## src/rtl/lcfs_pkg.sv

```systemverilog
// Shared types and constants for the LED cube frame serializer.
package lcfs_pkg;

  localparam int BITS_PER_LED = 24;
  localparam int TOP_BIT      = 23;
  localparam logic [7:0] ALL_HIGH = 8'hFF;

  localparam logic [1:0] OP_SET_PIXEL = 2'd0;
  localparam logic [1:0] OP_CLEAR_ALL = 2'd1;
  localparam logic [1:0] OP_START     = 2'd2;
  localparam logic [1:0] OP_TICK      = 2'd3;

  localparam logic [1:0] ST_OK    = 2'd0;
  localparam logic [1:0] ST_BUSY  = 2'd1;
  localparam logic [1:0] ST_RANGE = 2'd2;

  localparam logic [1:0] REG_HIGH_SLOTS = 2'd0;
  localparam logic [1:0] REG_DATA_SLOTS = 2'd1;
  localparam logic [1:0] REG_LOW_SLOTS  = 2'd2;

  typedef struct packed {
    logic pix;
    logic clr;
  } store_cmd_t;

  typedef struct packed {
    logic high;
    logic data;
    logic done;
  } slot_phase_t;

endpackage

```

## src/rtl/lcfs_slot_seq.sv

```systemverilog
// Refresh sequencer: bit position and slot counter, phase of the current slot.
module lcfs_slot_seq #(
  parameter int DEPTH = 1536
) (
  input  logic                     clk,
  input  logic                     rst,
  input  logic                     start_go,
  input  logic                     tick_go,
  input  logic [3:0]               high_slots,
  input  logic [3:0]               data_slots,
  input  logic [3:0]               low_slots,
  output logic                     refreshing,
  output logic [$clog2(DEPTH)-1:0] bit_position,
  output lcfs_pkg::slot_phase_t    phase
);

  localparam int AW = $clog2(DEPTH);

  logic [5:0] slot_count;
  logic [5:0] total;
  logic [5:0] total_eff;
  logic [5:0] high_data;
  logic [5:0] slot_inc;
  logic       bit_end;
  logic       last_bit;

  always_comb begin
    total     = 6'(high_slots) + 6'(data_slots) + 6'(low_slots);
    total_eff = (total == '0) ? 6'd1 : total;
    high_data = 6'(high_slots) + 6'(data_slots);
    slot_inc  = slot_count + 6'd1;
    bit_end   = (slot_inc >= total_eff);
    last_bit  = (bit_position == AW'(DEPTH - 1));
    phase.high = (slot_count < 6'(high_slots));
    phase.data = !phase.high && (slot_count < high_data);
    phase.done = bit_end && last_bit;
  end

  always_ff @(posedge clk) begin
    if (rst) begin
      refreshing   <= 1'b0;
      bit_position <= '0;
      slot_count   <= '0;
    end else if (start_go) begin
      refreshing   <= 1'b1;
      bit_position <= '0;
      slot_count   <= '0;
    end else if (tick_go) begin
      if (bit_end) begin
        slot_count <= '0;
        if (last_bit) begin
          bit_position <= '0;
          refreshing   <= 1'b0;
        end else begin
          bit_position <= bit_position + AW'(1);
        end
      end else begin
        slot_count <= slot_inc;
      end
    end
  end

endmodule

```

## config.mk

```make
export PLATFORM = sky130hd
export DESIGN_NAME = lcfs_slot_seq
export DESIGN_NICKNAME = d
export VERILOG_FILES = /design/src/rtl/lcfs_pkg.sv /design/src/rtl/lcfs_slot_seq.sv
export SDC_FILE = /design/constraint.sdc
export NUM_CORES = 1
export LEC_CHECK = 0
export BUFFER_PORTS_ARGS = -buffer_cell sky130_fd_sc_hd__buf_2
export CAP_MARGIN = 20
export CORE_MARGIN = 3
export CORE_UTILIZATION = 55
export DETAILED_ROUTE_END_ITERATION = 12
export GPL_ROUTABILITY_DRIVEN = 0
export GPL_TIMING_DRIVEN = 0
export PLACE_DENSITY = 0.8
export SETUP_SLACK_MARGIN = 0.15
export SYNTH_ARGS = -nofsm -noshare
export SYNTH_HDL_FRONTEND = slang
export SYNTH_SLANG_ARGS = --single-unit
```

## constraint.sdc

```tcl
create_clock -name clk -period 5.6 [get_ports clk]
set_input_delay 1.12 -clock clk [delete_from_list [all_inputs] [get_ports clk]]
set_output_delay 1.12 -clock clk [all_outputs]
set_load 0.01 [all_outputs]
```

* Word-level counts from Yosys, hierarchy flattened
Cells that the tools add are included.
** Storage, ports and cells
- Bits in registers :: 18
- Input bits :: 16
- Word-level logic and storage cells :: 28
** Cells by class
- $add $sub $neg :: 4
- Order comparisons :: 3
- Eq/ne operators :: 1
- Multiplexer cells :: 7
- Reductions and logical operators :: 10
** Operators by type and width (number)
- $mux W6 :: 2
- $add A11 B1 Y11 const B :: 1
- $eq A11 B11 Y1 const B :: 1
- $mux W11 :: 1
- $add A6 B1 Y6 const B :: 1
- $add A6 B4 Y6 :: 1
- $ge A6 B6 Y1 :: 1
- $logic_not A6 Y1 :: 1
- $lt A6 B4 Y1 :: 1
- $lt A6 B5 Y1 :: 1
- $reduce_bool A2 Y1 :: 3
- $add A4 B4 Y5 :: 1
- $mux W1 :: 4
- $reduce_and A3 Y1 :: 1
- $logic_and A1 B1 Y1 :: 2
- $reduce_and A2 Y1 :: 1
- $reduce_or A2 Y1 :: 1
- $logic_not A1 Y1 :: 1

* Logic depth before layout (Yosys ltp)
- Depth in word-level cells :: 8
- Mapped depth :: 16

* Worst setup path after synthesis
Ideal clock, no wire load.
- Path type :: input -> output
- Start :: input high_slots[0]
- End :: output phase[0] in the netlist's numbering
- Arrival :: 3993 ps
- Required time :: 4480 ps
- Setup slack :: 487 ps
- Stages on the path :: 14
- Buffers on the path :: 0
- Cell sequence :: ha_1 fa_1 xor2_1 ha_1 nor2b_1 o21ai_0 nand2b_1 xor2_1 a41o_1 ha_1 nand2b_1 a21o_1 a21oi_1 nor2_1
** RTL lines
- start: declaration :: RTL line lcfs_slot_seq.sv:9 : input logic [3:0] high_slots,
- end: declaration :: RTL line lcfs_slot_seq.sv:14 : output lcfs_pkg::slot_phase_t phase

==> impl_metrics.env <==
export IMPL_synth_edf_count=0
export IMPL_die_y_um=58.9
export IMPL_min_period_over_period=0.958
export IMPL_final_area_mm2=0.00180
export IMPL_crit_fanout=3
export IMPL_cp_required_ns=4.48
export IMPL_cp_arrival_ns=4.24
export IMPL_root_buffer="clkbuf_4"
export IMPL_hold_class="reg -> reg"
export IMPL_critPathCaptureType="output pin"
export IMPL_finalSetupViolCount=0
export IMPL_finalWirelength_um=3700
export IMPL_wl_met3_um=148
export IMPL_met1_length_um=1510
export IMPL_cts_made_buffers=3
export IMPL_core_mm2=0.00257
export IMPL_mostFrequentLayoutCells="31 x buf_2, 24 x ha_1, 20 x nand2_1"
export IMPL_outcome="completed"
export IMPL_grt_pass1_wl_um=6030
export IMPL_vias=1530
export IMPL_synth_seq_cells=18
export IMPL_switching_share=0.346
export IMPL_fin_worst_hold_slack_ns=0.484
export IMPL_cts_max_path_buffers=2
export IMPL_worst_slack_ns=0.237
export IMPL_hold_viol=0
export IMPL_port_buffers=30
export IMPL_yosys_warnings=0
export IMPL_synth_cell_area_mm2=0.00154
export IMPL_path_class="in -> out"
export IMPL_drv_cap=0
export IMPL_synth_top_flop_cell="dfxtp_1"
export IMPL_max_freq_ghz=0.186
export IMPL_antenna_found_initial=0
export IMPL_syn_to_final_growth_pct=17.4
export IMPL_synth_cell_types=39
export IMPL_drt_iter0_drc=91
export IMPL_drc_errors=0
export IMPL_p_sw_w=0.000118
export IMPL_place_area_mm2=0.00172
export IMPL_die_w_um=58.9
export IMPL_clk_latency_ns=0.30
export IMPL_antenna_cells=0
export IMPL_routed_wl_met2_um=2000
export IMPL_worstSetupStartpointType="primary input"
export IMPL_path_clk_slew_ns=0.10
export IMPL_tightest_slew_ns=0.474
export IMPL_combPwrFrac=0.381
export IMPL_die_area_mm2=0.00346
export IMPL_p_seq_frac=0.383
export IMPL_power_density_mw_per_mm2=190
export IMPL_yosysSeqAreaShare=0.235
export IMPL_post_route_cells_drive_above_1_share=0.208
export IMPL_syn_nets=232
export IMPL_p_int_w=0.000224
export IMPL_initial_core_util=0.598
export IMPL_dp_cells=250
export IMPL_cts_tree="done"
export IMPL_dr_max_layer_used="met4"
export IMPL_grt_use_total=0.222
export IMPL_htreeDepth=1
export IMPL_power_share_clock=0.236
export IMPL_final_nets=269
export IMPL_fin_cells=256
export IMPL_grt_max_degree=11
export IMPL_grt_overflow_total=0
export IMPL_io_pins=31
export IMPL_hpwl_um=2860
export IMPL_dp_worst_setup_slack_ns=-0.0860
export IMPL_skew_ns=0.00640
export IMPL_syn_area_per_cell_um2=8.09
export IMPL_grt_pass1_vias=1502
export IMPL_maxSlewHeadroom=0.684
export IMPL_antenna_left=0
export IMPL_power_total_w=0.000342
export IMPL_drtPass1Iterations=4
export IMPL_fin_crit_ns=5.36
export IMPL_drt_vias_per_instance=5.98
export IMPL_clock_sinks=18
export IMPL_synthArstFlopShare=0
export IMPL_ir_worst_vdd_mv=0.179
export IMPL_wl_per_cell_um=14.5
export IMPL_rsz0062_at_grt="false"
export IMPL_p_leak_nw=0.857
export IMPL_drv_slew=0
export IMPL_syn_inst=190
export IMPL_final_common_cell="buf_2"
export IMPL_num_rows=18
==> flip-flops by register name (all words and copies together), names as in the netlist <==
register,cells
bit_position,11
slot_count,6
refreshing,1
==> area by class of cell <==
cell class | instances | area [um2]
Sequential cell | 18 | 360
Inverter | 14 | 52.6
Timing Repair Buffer | 32 | 165
Tap cell | 30 | 37.5
Fill cell | 221 | 763
Clock buffer | 4 | 36.3
Buffer | 4 | 16.3
Multi-Input combinational cell | 154 | 1140
==> power groups by stage <==
stage	registers (W)	clock network, W	logic (W)
finish	0.000131	0.0000807	0.000130
floorplan	0.000134	0	0.0000873
global route	0.000131	0.0000892	0.000148
detailed placement	0.000134	0	0.000118
global placement	0.000134	0	0.000111
CTS	0.000131	0.0000824	0.000124
==> metrics by stage <==
step / util / TNS [ns]
final: 0.703 / 0
after global routing: 0.703 / 0
after CTS: 0.693 / 0
after detailed placement: 0.672 / -0.0860
after global placement: 0.672 / -0.00866
after floorplan: - / 0
==> synthesized netlist by cell type (2+ instances only) <==
master	instances	area, um2
nand3_1	11	55.1
a21oi_1	18	90.1
nand2b_1	3	18.8
or4_1	3	22.5
o21ai_0	12	60.1
xnor2_1	4	35.0
nand2_1	20	75.1
a21o_1	7	52.6
inv_1	13	48.8
nor4_1	3	18.8
nor2_1	10	37.5
xor2_1	5	43.8
and3_1	2	12.5
and2_1	3	18.8
a32o_1	2	20.0
nand4_1	4	25.0
dfxtp_1	18	360
mux2i_1	2	20.0
ha_1	24	300
clkbuf_1	3	11.3
fa_1	2	40.0
or3_1	4	25.0
==> routing by layer <==
metal,track usage,up-vias
met4,0.0874,0
met1,0.238,719
met2,0.435,45
li1,-,756
met3,0.0219,10
met5,0,-
==> final timing paths <==
check	endpoint	from	slack, ns	cells past startpoint
setup / recovery	phase[0]	high_slots[0]	0.24	16
hold / removal	refreshing	refreshing	0.48	2
setup reg to reg	bit_position[3]	slot_count[2]	2.89	10
hold reg to reg	refreshing	refreshing	0.48	2
==> worst max-delay path, stage by stage <==
cell	delay, ns
buf_2	0.11
ha_1	0.22
fa_2	0.55
inv_1	0.08
fa_1	0.43
nor2b_1	0.16
o21ai_0	0.10
nand2b_1	0.14
xor2_2	0.10
a41o_1	0.25
ha_1	0.26
nand2b_1	0.14
a21o_1	0.23
a21oi_4	0.16
nor2_1	0.06
buf_2	0.14
==> kinds of logic (layout without fill, tap and decap cells) <==
kind of cell | Yosys count | after routing | share of synthesized area
compound gates | 47 | 47 | 0.194
xor+xnor | 9 | 9 | 0.0513
fa+ha+maj | 26 | 26 | 0.222
buf+inv | 18 | 54 | 0.0448
flops | 18 | 18 | 0.235
mux | 2 | 2 | 0.0130
simple gates | 70 | 70 | 0.241
==> what timing repair did <==
action	CTS	global route
pin swaps	0	2
hold buffers	0	0
endpoints found under the setup margin	1	1
gates resized for setup	3	2
buffers inserted	0	2
Note: power is estimated with default switching activity, not from simulation.
